[config.mk]
export PLATFORM = sky130hd
export DESIGN_NAME = bbpt_ctrl
export DESIGN_NICKNAME = d
export VERILOG_FILES = /design/src/hdl/bbpt_pkg.sv /design/src/hdl/bbpt_ctrl.sv
export SDC_FILE = /design/constraint.sdc
export NUM_CORES = 1
export LEC_CHECK = 0
export BUFFER_PORTS_ARGS = -buffer_cell sky130_fd_sc_hd__buf_2
export CAP_MARGIN = 20
export CORE_MARGIN = 8
export CORE_UTILIZATION = 40
export DETAILED_ROUTE_END_ITERATION = 10
export RECOVER_POWER = 100
export SYNTH_ARGS = -nofsm -noshare
export SYNTH_HDL_FRONTEND = slang
export SYNTH_SLANG_ARGS = --single-unit
[constraint.sdc]
create_clock -name i_clk -period 5.35 [get_ports i_clk]
set_clock_uncertainty 0.2 [all_clocks]
set_input_delay 0.535 -clock i_clk [delete_from_list [all_inputs] [get_ports i_clk]]
set_output_delay 0.535 -clock i_clk [all_outputs]
set_load 0.02 [all_outputs]
[src/hdl/bbpt_pkg.sv]
// Shared types and constants for the bar/beat position tracker.
// No dependencies.
package bbpt_pkg;
    localparam int MaxBeats = 4096;
    localparam int IdxW = $clog2(MaxBeats);
    localparam int CntW = IdxW + 1;
    localparam int BarW = 13;
    localparam logic [BarW-1:0] BarMax = 13'd8191;
    localparam logic [16:0] FracOne = 17'h10000;

    localparam logic [1:0] OP_CLEAR = 2'd0;
    localparam logic [1:0] OP_APPEND = 2'd1;
    localparam logic [1:0] OP_TICK = 2'd2;

    typedef struct packed {
        logic [1:0] op;
        logic [31:0] time_ms;
        logic [3:0] beat_in_bar;
    } t_in;

    typedef struct packed {
        logic beat_trigger;
        logic bar_trigger;
        logic [12:0] bar_count;
        logic [3:0] beat_count;
        logic [16:0] beat_fraction;
        logic [16:0] bar_fraction;
        logic table_empty;
    } t_out;

    // datapath commands
    localparam logic [3:0] C_NONE = 4'd0;
    localparam logic [3:0] C_LOAD = 4'd1;
    localparam logic [3:0] C_RD = 4'd2;
    localparam logic [3:0] C_HINT = 4'd3;
    localparam logic [3:0] C_SCAN = 4'd4;
    localparam logic [3:0] C_BACK = 4'd5;
    localparam logic [3:0] C_FWD = 4'd6;
    localparam logic [3:0] C_DIV = 4'd7;

    typedef struct packed {
        logic [3:0] cmd;
        logic [IdxW-1:0] addr;
    } t_ctl;

    typedef struct packed {
        logic [31:0] t;
        logic [3:0] b;
        logic [BarW-1:0] bar;
        logic div_done;
    } t_sts;
endpackage

[src/hdl/bbpt_ctrl.sv]
// Sequencer: loading, beat search, bar edge walks and fraction divisions.
// Uses bbpt_pkg.
module bbpt_ctrl (
    input  logic                   i_clk,
    input  logic                   i_rst_n,
    input  logic                   i_valid,
    output logic                   o_stall,
    input  bbpt_pkg::t_in          i_data,
    output logic                   o_valid,
    input  logic                   i_stall,
    output bbpt_pkg::t_out         o_data,
    output bbpt_pkg::t_ctl         o_ctl,
    output logic                   o_we,
    output logic [bbpt_pkg::IdxW-1:0] o_waddr,
    output logic [bbpt_pkg::BarW-1:0] o_wbar,
    output logic                   o_div_start,
    output logic [31:0]            o_dt,
    output logic [31:0]            o_da,
    output logic [31:0]            o_db,
    input  logic [16:0]            i_q,
    input  bbpt_pkg::t_sts         i_sts
);
    localparam int IW = bbpt_pkg::IdxW;
    localparam int CW = bbpt_pkg::CntW;
    localparam logic [3:0] S_IDLE = 4'd0, S_H0 = 4'd1, S_H1 = 4'd2, S_H2 = 4'd3,
        S_SC = 4'd4, S_I0 = 4'd5, S_I1 = 4'd6, S_BK = 4'd7, S_FW = 4'd8,
        S_D1 = 4'd9, S_D2 = 4'd10, S_OUT = 4'd11;

    logic [3:0] r_st;
    logic [CW-1:0] r_n;
    logic [bbpt_pkg::BarW-1:0] r_barc;
    logic [IW-1:0] r_cur, r_idx, r_k;
    logic [31:0] r_prev, r_time, r_th, r_ti, r_tn, r_ts, r_te;
    logic [CW-1:0] r_i;
    logic [3:0] r_bi;
    logic [bbpt_pkg::BarW-1:0] r_bari;
    logic r_trig, r_wait;
    logic [16:0] r_bf;
    bbpt_pkg::t_out r_out;
    logic r_ov;
    logic [IW-1:0] hi, h;
    logic [CW-1:0] nm2;
    logic [3:0] ctl_cmd;
    logic [IW-1:0] ctl_addr;

    always_comb begin
        nm2 = r_n - CW'(2);
        hi = (r_n >= CW'(2)) ? nm2[IW-1:0] : '0;
        h = (r_cur > hi) ? hi : r_cur;
    end

    assign o_stall = (r_st != S_IDLE) || r_ov;
    assign o_valid = r_ov;
    assign o_data = r_out;
    assign o_we = i_valid && !o_stall && i_data.op == bbpt_pkg::OP_APPEND
        && r_n != CW'(bbpt_pkg::MaxBeats);
    assign o_waddr = r_n[IW-1:0];
    assign o_wbar = (i_data.beat_in_bar == 4'd1 && r_barc < bbpt_pkg::BarMax)
        ? r_barc + 1'b1 : r_barc;

    always_comb begin
        ctl_cmd = bbpt_pkg::C_RD;
        ctl_addr = r_k;
        case (r_st)
            S_IDLE: begin ctl_addr = h; ctl_cmd = bbpt_pkg::C_HINT; end
            S_H0, S_H1: ctl_addr = h + 1'b1;
            S_SC: ctl_addr = r_i[IW-1:0];
            default: ctl_addr = r_k;
        endcase
    end
    assign o_ctl = '{cmd: ctl_cmd, addr: ctl_addr};

    always_ff @(posedge i_clk) begin
        if (!i_rst_n) begin
            r_st <= S_IDLE;
            r_n <= '0;
            r_barc <= '0;
            r_cur <= '0;
            r_prev <= '0;
            r_ov <= 1'b0;
            o_div_start <= 1'b0;
        end else begin
            o_div_start <= 1'b0;
            if (r_ov && !i_stall) r_ov <= 1'b0;
            case (r_st)
                S_IDLE: begin
                    if (i_valid && !o_stall) begin
                        r_time <= i_data.time_ms;
                        case (i_data.op)
                            bbpt_pkg::OP_CLEAR: begin
                                r_n <= '0;
                                r_barc <= '0;
                            end
                            bbpt_pkg::OP_APPEND: begin
                                if (o_we) begin
                                    r_barc <= o_wbar;
                                    r_n <= r_n + 1'b1;
                                end
                            end
                            bbpt_pkg::OP_TICK: begin
                                if (r_n == '0) begin
                                    r_prev <= i_data.time_ms;
                                    r_out <= '{table_empty: 1'b1, default: '0};
                                    r_ov <= 1'b1;
                                end else begin
                                    r_k <= h;
                                    r_st <= S_H0;
                                end
                            end
                            default: ;
                        endcase
                    end
                end
                S_H0: begin r_th <= i_sts.t; r_st <= S_H1; end
                S_H1: r_st <= S_H2;
                S_H2: begin
                    if (r_n >= CW'(2) && r_th < r_time && i_sts.t > r_time) begin
                        r_idx <= r_k;
                        r_st <= S_I0;
                    end else begin
                        r_i <= CW'(1);
                        r_wait <= 1'b1;
                        r_st <= S_SC;
                    end
                end
                S_SC: begin
                    // issue the read first, compare it in the next cycle
                    if (r_wait) begin
                        if (r_i >= r_n) begin
                            r_idx <= r_i[IW-1:0] - 1'b1;
                            r_st <= S_I0;
                        end else r_wait <= 1'b0;
                    end else if (i_sts.t <= r_time) begin
                        r_i <= r_i + 1'b1;
                        r_wait <= 1'b1;
                    end else begin
                        r_idx <= r_i[IW-1:0] - 1'b1;
                        r_st <= S_I0;
                    end
                end
                S_I0: begin r_k <= r_idx; r_wait <= 1'b1; r_st <= S_I1; end
                S_I1: begin
                    if (r_wait) r_wait <= 1'b0;
                    else begin
                        r_cur <= r_idx;
                        r_ti <= i_sts.t;
                        r_bi <= i_sts.b;
                        r_bari <= i_sts.bar;
                        r_trig <= i_sts.t >= r_prev;
                        r_prev <= r_time;
                        r_ts <= i_sts.t;
                        r_tn <= i_sts.t;
                        if (i_sts.b == 4'd1 || r_idx == '0) begin
                            r_k <= r_idx;
                            r_st <= S_FW;
                        end else begin
                            r_k <= r_idx - 1'b1;
                            r_st <= S_BK;
                        end
                        r_wait <= 1'b1;
                    end
                end
                S_BK: begin
                    if (r_wait) r_wait <= 1'b0;
                    else if (i_sts.b == 4'd1 || r_k == '0) begin
                        r_ts <= i_sts.t;
                        r_k <= r_idx;
                        r_wait <= 1'b1;
                        r_st <= S_FW;
                    end else begin
                        r_k <= r_k - 1'b1;
                        r_wait <= 1'b1;
                    end
                end
                S_FW: begin
                    // r_k holds entry under test; stops at bar change or last
                    if (r_wait) r_wait <= 1'b0;
                    else begin
                        if (r_k == r_idx + 1'b1) r_tn <= i_sts.t;
                        if ({1'b0, r_k} + 1'b1 < r_n && (r_k == r_idx
                            || i_sts.bar == r_bari)) begin
                            r_k <= r_k + 1'b1;
                            r_wait <= 1'b1;
                        end else begin
                            r_te <= i_sts.t;
                            o_div_start <= 1'b1;
                            r_st <= S_D1;
                        end
                    end
                end
                S_D1: if (i_sts.div_done) begin
                    r_bf <= ({1'b0, r_idx} + 1'b1 < r_n) ? i_q : bbpt_pkg::FracOne;
                    o_div_start <= 1'b1;
                    r_st <= S_D2;
                end
                S_D2: if (i_sts.div_done) begin
                    r_out <= '{beat_trigger: r_trig, bar_trigger: r_trig && r_bi == 4'd1,
                        bar_count: r_bari, beat_count: r_bi, beat_fraction: r_bf,
                        bar_fraction: i_q, table_empty: 1'b0};
                    r_ov <= 1'b1;
                    r_st <= S_OUT;
                end
                S_OUT: r_st <= S_IDLE;
                default: r_st <= S_IDLE;
            endcase
        end
    end

    // beat span in the first division, bar span in the second
    always_comb begin
        o_dt = r_time;
        o_da = (r_st == S_D1) ? r_ti : r_ts;
        o_db = (r_st == S_D1) ? r_tn : r_te;
    end
endmodule

# Word-level counts from Yosys, hierarchy flattened
# Index checks and enable logic that the tools add are counted.
# word_totals
regBits	395
latch_bits	0
ramBits	0
mem_bits_ro	0
input_bits	109
output_inout_bits	195
elab_cells	219
mem_count	0
# classes
add_sub_neg	12
n_mul	0
div_mod_pow	0
n_lt_le_gt_ge	10
n_eq_ne	39
n_shift	0
muxes	81
n_bitwise	2
reduce_logical	47
# ops
op	count
32-bit 2-to-1 mux	11
54-bit 2-to-1 mux	4
32-bit case mux with 2 select lines	3
12-bit 2-to-1 mux	15
54-bit case mux with 2 select lines	1
13-bit 2-to-1 mux	6
13-bit case mux with 2 select lines	3
12-bit case mux with 5 select lines	1
4-bit 2-to-1 mux	14
4-bit case mux with 11 select lines	1
13-bit by 1-bit adder with 13-bit output (second input constant)	3
12-bit by 1-bit adder with 12-bit output (second input constant)	3
12-bit case mux with 3 select lines	1
12-bit by 1-bit subtractor with 12-bit output (second input constant)	3
2-bit != test (second input constant)	17
32-bit greater-or-equal comparator	1
32-bit > comparator	1
32-bit less-or-equal comparator	1
32-bit less-than comparator	1
12-bit by 1-bit adder with 13-bit output (second input constant)	2
13-bit less-than comparator	2
5-bit AND reduction	5
12-bit equality test	2
12-bit logical NOT	2
36 further kinds	88

# Longest topological paths before layout
# logic_depth
ltp_word	8
mapped_depth	24
mapped_depth_nobuf	19

# Worst setup path before layout
# No wires, ideal clock.
# synth_timing
kind	register to register
startpoint	register r_k[3]
endpoint	register r_te[0], enable pin
setup_time_ps	462
arrival_time_ps	4741
t_required_ps	4688
setup_slack_ps	-54
path_stages_with_launch	11
synth_period_minus_slack_ps	5404
path_cell_list	edfxtp_1 clkbuf_1 nand3_1 nor3_1 nand3_1 xnor2_1 ha_1 nand4_1 a2111oi_0 nor2_1 nor3_1
# synth_between
elab_chain_cells	5
# synth_lines
item	line_no	text
from (decl)	bbpt_ctrl.sv:32	logic [IW-1:0] r_cur, r_idx, r_k;
from (signal assigned)	bbpt_ctrl.sv:106	r_k <= h;
from (signal assigned)	bbpt_ctrl.sv:154	r_k <= r_idx;
from (signal assigned)	bbpt_ctrl.sv:157	r_k <= r_idx - 1'b1;
12-bit by 1-bit adder with 13-bit output / 12-bit equality test (equally long branches)	bbpt_ctrl.sv:180	if ({1'b0, r_k} + 1'b1 < r_n && (r_k == r_idx
13-bit less-than comparator / 1-bit logical OR (equally long branches)	bbpt_ctrl.sv:180, bbpt_ctrl.sv:181	
1-bit logical AND (*)	bbpt_ctrl.sv:180	
1-bit inverter (no line) (*)	--	
4-bit AND reduction (no line) (*)	--	
to (signal assigned)	bbpt_ctrl.sv:185	r_te <= i_sts.t;
to (decl)	bbpt_ctrl.sv:33	logic [31:0] r_prev, r_time, r_th, r_ti, r_tn, r_ts, r_te;
# Mark *: on every way between the ends. The rest lies on a longest branch, timed or not.
# A chain may end at the register's enable or synchronous reset.

==> flow_summary.toml <==
[outcome]
status = "complete, but fails checks"
violations = "capacitance limit, slew limit"

[synthesis]
synth-seq-cells = 395
ys_types = 79
synth_top_cell_by_area = "edfxtp_1"
synth_area_um2 = 21800
ys_seq_area_frac = 0.510
post-synth-top-count-cell = "edfxtp_1"
syn_inst = 2010
yosys-top-cells-area = "edfxtp_1, ha_1, dfxtp_1, mux2_2, xnor2_1"
synth-main-ff-cell = "edfxtp_1"
synth-warning-count = 0
ys_async_sr_fraction = 0
synthTopCellsByCount = "edfxtp_1, ha_1, nand2_1, nor2_1, o21ai_0"
syn_avg_cell_area_um2 = 10.8
synth-edff-count = 319
yosysTopAreaCellShare = 0.440

[clock_network]
clk_latency_ns = 0.58
clockBufferDepth = 3
clk_pin_slew_ns = 0.06
cts_tree = "done"
numClockSinks = 395
cts_buffers = 44
cts-root-buf = "clkbuf_16"
htreeDepth = 2

[floorplanning]
start_util = 0.405
core_area_um2 = 53800
rows = 85
die_x_um = 249
die_h_um = 249
dieArea_um2 = 62200
ioPinCount = 304

[power]
power_frac_comb = 0.215
ir_worst_vdd_uv = 201
p_total_mw = 8.92
power_frac_seq = 0.426
net-switching-power_mw = 2.72
netSwitchingFraction = 0.305
p_int_mw = 6.20
leakage_nw = 9.57
power.share.clock = 0.360
powerDensity_nw_per_um2 = 339

[worst_setup_path]
path_class = "reg2out"
cp.required_ns = 4.62
cp-end-kind = "output pin"
worstSetupStartpointType = "flop"
critPathMaxFanout = 8
cp_data_arrival_time_ns = 4.59

[route]
vias = 17100
via_per_inst = 5.52
initialDrtViolationCount = 1291
wire_per_inst_um = 22.1
drc = 0
dr.pass1.iters = 5
drtAntennaViolNets = 0
routed_wl_mm = 68.5

[timing]
hold_violations = 0
period_share = 0.996
max_slew_margin = -0.466
worstMarginPinSlew_ns = 2.20
grt_setup_unrepaired = "yes"
fin_crit_ns = 5.33
fmax_ghz = 0.188
setup_viol = 0
slew_viol_final = 227

[final_layout]
nets = 2633
finalInstanceArea_um2 = 26300
multi_input_area_um2 = 9960
final_cells = 3098
drive_above_1_share = 0.158
areaGrowthSynthToFinish_pct = 20.6
nFillCells = 4982
ff_latch_area_um2 = 11100

[job]
max_cap_violations = 6

[place]
dpl.cell_count = 2948
place_area_um2 = 24200
gp_congestion = 0.906
hpwl_mm = 49.8
numPortBuffers = 300

[global_routing]
gr-total-overflow = 0
grt_pass1_vias = 16800
track_usage = 0.212
antenna_found_initial = 0
grt_pass1_wl_mm = 104
grt_max_degree = 66

[min_path]
hp-class = "in2reg"
## power by group through the flow
| stage | sequential [mW] | clock [mW] | combinational (mW) |
|---|---|---|---|
| 5_1_grt | 3.82 | 3.38 | 2.09 |
| 3_3_place_gp | 3.85 | 0 | 1.86 |
| 6_report | 3.80 | 3.21 | 1.91 |
| 3_5_place_dp | 3.86 | 0 | 1.87 |
| 4_1_cts | 3.79 | 3.28 | 1.93 |
| 2_1_floorplan | 3.96 | 0 | 1.08 |
## final timing paths
path	slack (ns)	cells past startpoint	start	to
max	0.02	17	r_n[1]	o_ctl[10]
min	0.09	2	i_q[0]	o_data[1]
min reg2reg	0.31	2	r_prev[0]	r_prev[0]
max reg2reg	0.16	5	r_st[2]	r_bari[9]
## state kept, by name, indices dropped and copies added, names as in the netlist, 12 cells and up
signal / cells
r_cur: 12
r_bari: 13
r_te: 32
r_idx: 12
r_prev: 32
r_barc: 13
r_bf: 17
r_ts: 32
r_i: 13
o_dt: 32
r_ti: 32
r_k: 12
r_th: 32
r_n: 13
o_data: 54
r_tn: 32
## cell usage in the layout (no fill, tap or decap), types with 6 or more instances in the layout
cell type      synthesis  routed
nand2_1              150     149
nand2b_1              11      10
mux2_2                67      66
a221oi_1               7       6
o211ai_1              57      57
and2_0                 0      30
bufinv_16              0       8
nand3b_1              21      21
buf_4                 19      69
edfxtp_1             319     319
or4_1                  7       7
nand4_1               43      43
nor3_1                43      40
and2_1                58      28
and3_1                17      17
a22oi_1               15      15
a21o_1                38      38
nor4b_1                6       6
dfxtp_1               76      74
o21a_1                12      12
nor2b_1               13      13
nor4_1                16      14
buf_2                  5     102
a211oi_1               9       9
or3_1                 11       9
clkbuf_16              0      44
nand3_1               50      50
ha_1                 158     154
xor2_1                34      34
nor2_1               137     132
xnor2_1               78      78
clkbuf_1              90     212
clkinv_1               1       7
a21oi_1               92      86
o21ai_0              116     112
mux2i_1               16       9
clkinv_2               0       7
inv_1                107     101
a31oi_1                8       7
dlygate4sd3_1          0      49
## area by class of cell
class,count,share of cell area
Clock buffer,55,0.0442
Multi-Input combinational cell,1381,0.379
Sequential cell,395,0.423
Clock inverter,26,0.0137
Timing Repair Buffer,435,0.0914
Tap cell,696,0.0331
Antenna cell,1,0.0000952
Inverter,109,0.0159
## worst max-delay path, stage by stage (launching register included)
cell and delay (ns):
dfxtp_4 0.37, inv_4 0.06, ha_4 0.11, or3b_4 0.37, nand2b_4 0.17, nor2_4 0.33
nor2_2 0.07, inv_1 0.07, ha_1 0.22, nor2b_1 0.13, o211ai_1 0.16, a211oi_1 0.10
o41a_1 0.47, or3b_4 0.45, a2111oi_4 0.39, mux2i_1 0.23, o211ai_1 0.12, buf_4 0.19
## layer usage
layer  share of wire  up-vias  track usage  wire length, um
met3           0.060       99       0.0392             4130
met4           0.026        0       0.0580             1760
met1            0.45     8322        0.286            30700
met5               0        -            0                0
li1                -     8083            -                -
met2            0.47      590        0.348            31900
## cell families after synthesis
group                      Yosys count  synth area share
xor gates and xnor gates           112            0.0450
adders and majority gates          158            0.0907
muxes                               83            0.0420
buffers and inverters              235            0.0461
other                                2          0.000345
DFF                                395             0.510
AOI/OAI and AO/OA                  415             0.124
and+or+nand+nor                    610             0.142
## through the flow
stage                util  setup TNS, ns  hold WS [ns]  worst slack (ns)
floorplan               -              0         0.254             0.101
global placement    0.449              0         0.297             0.287
detailed placement  0.449              0         0.299             0.217
CTS                 0.490              0        0.0106          0.000114
global route        0.488          -5.22        0.0745            -0.146
finish              0.488              0        0.0910            0.0213
## what timing repair did
action / CTS / global route
setup endpoints to repair: 10 / 9
setup buffers: 8 / 10
resized for setup: 34 / 39
pin swaps: 8 / 3
cloned: 0 / 0
hold buffers: 49 / 0
hold endpoints to repair: 50 / 0
(Power assumes the default switching activity.)
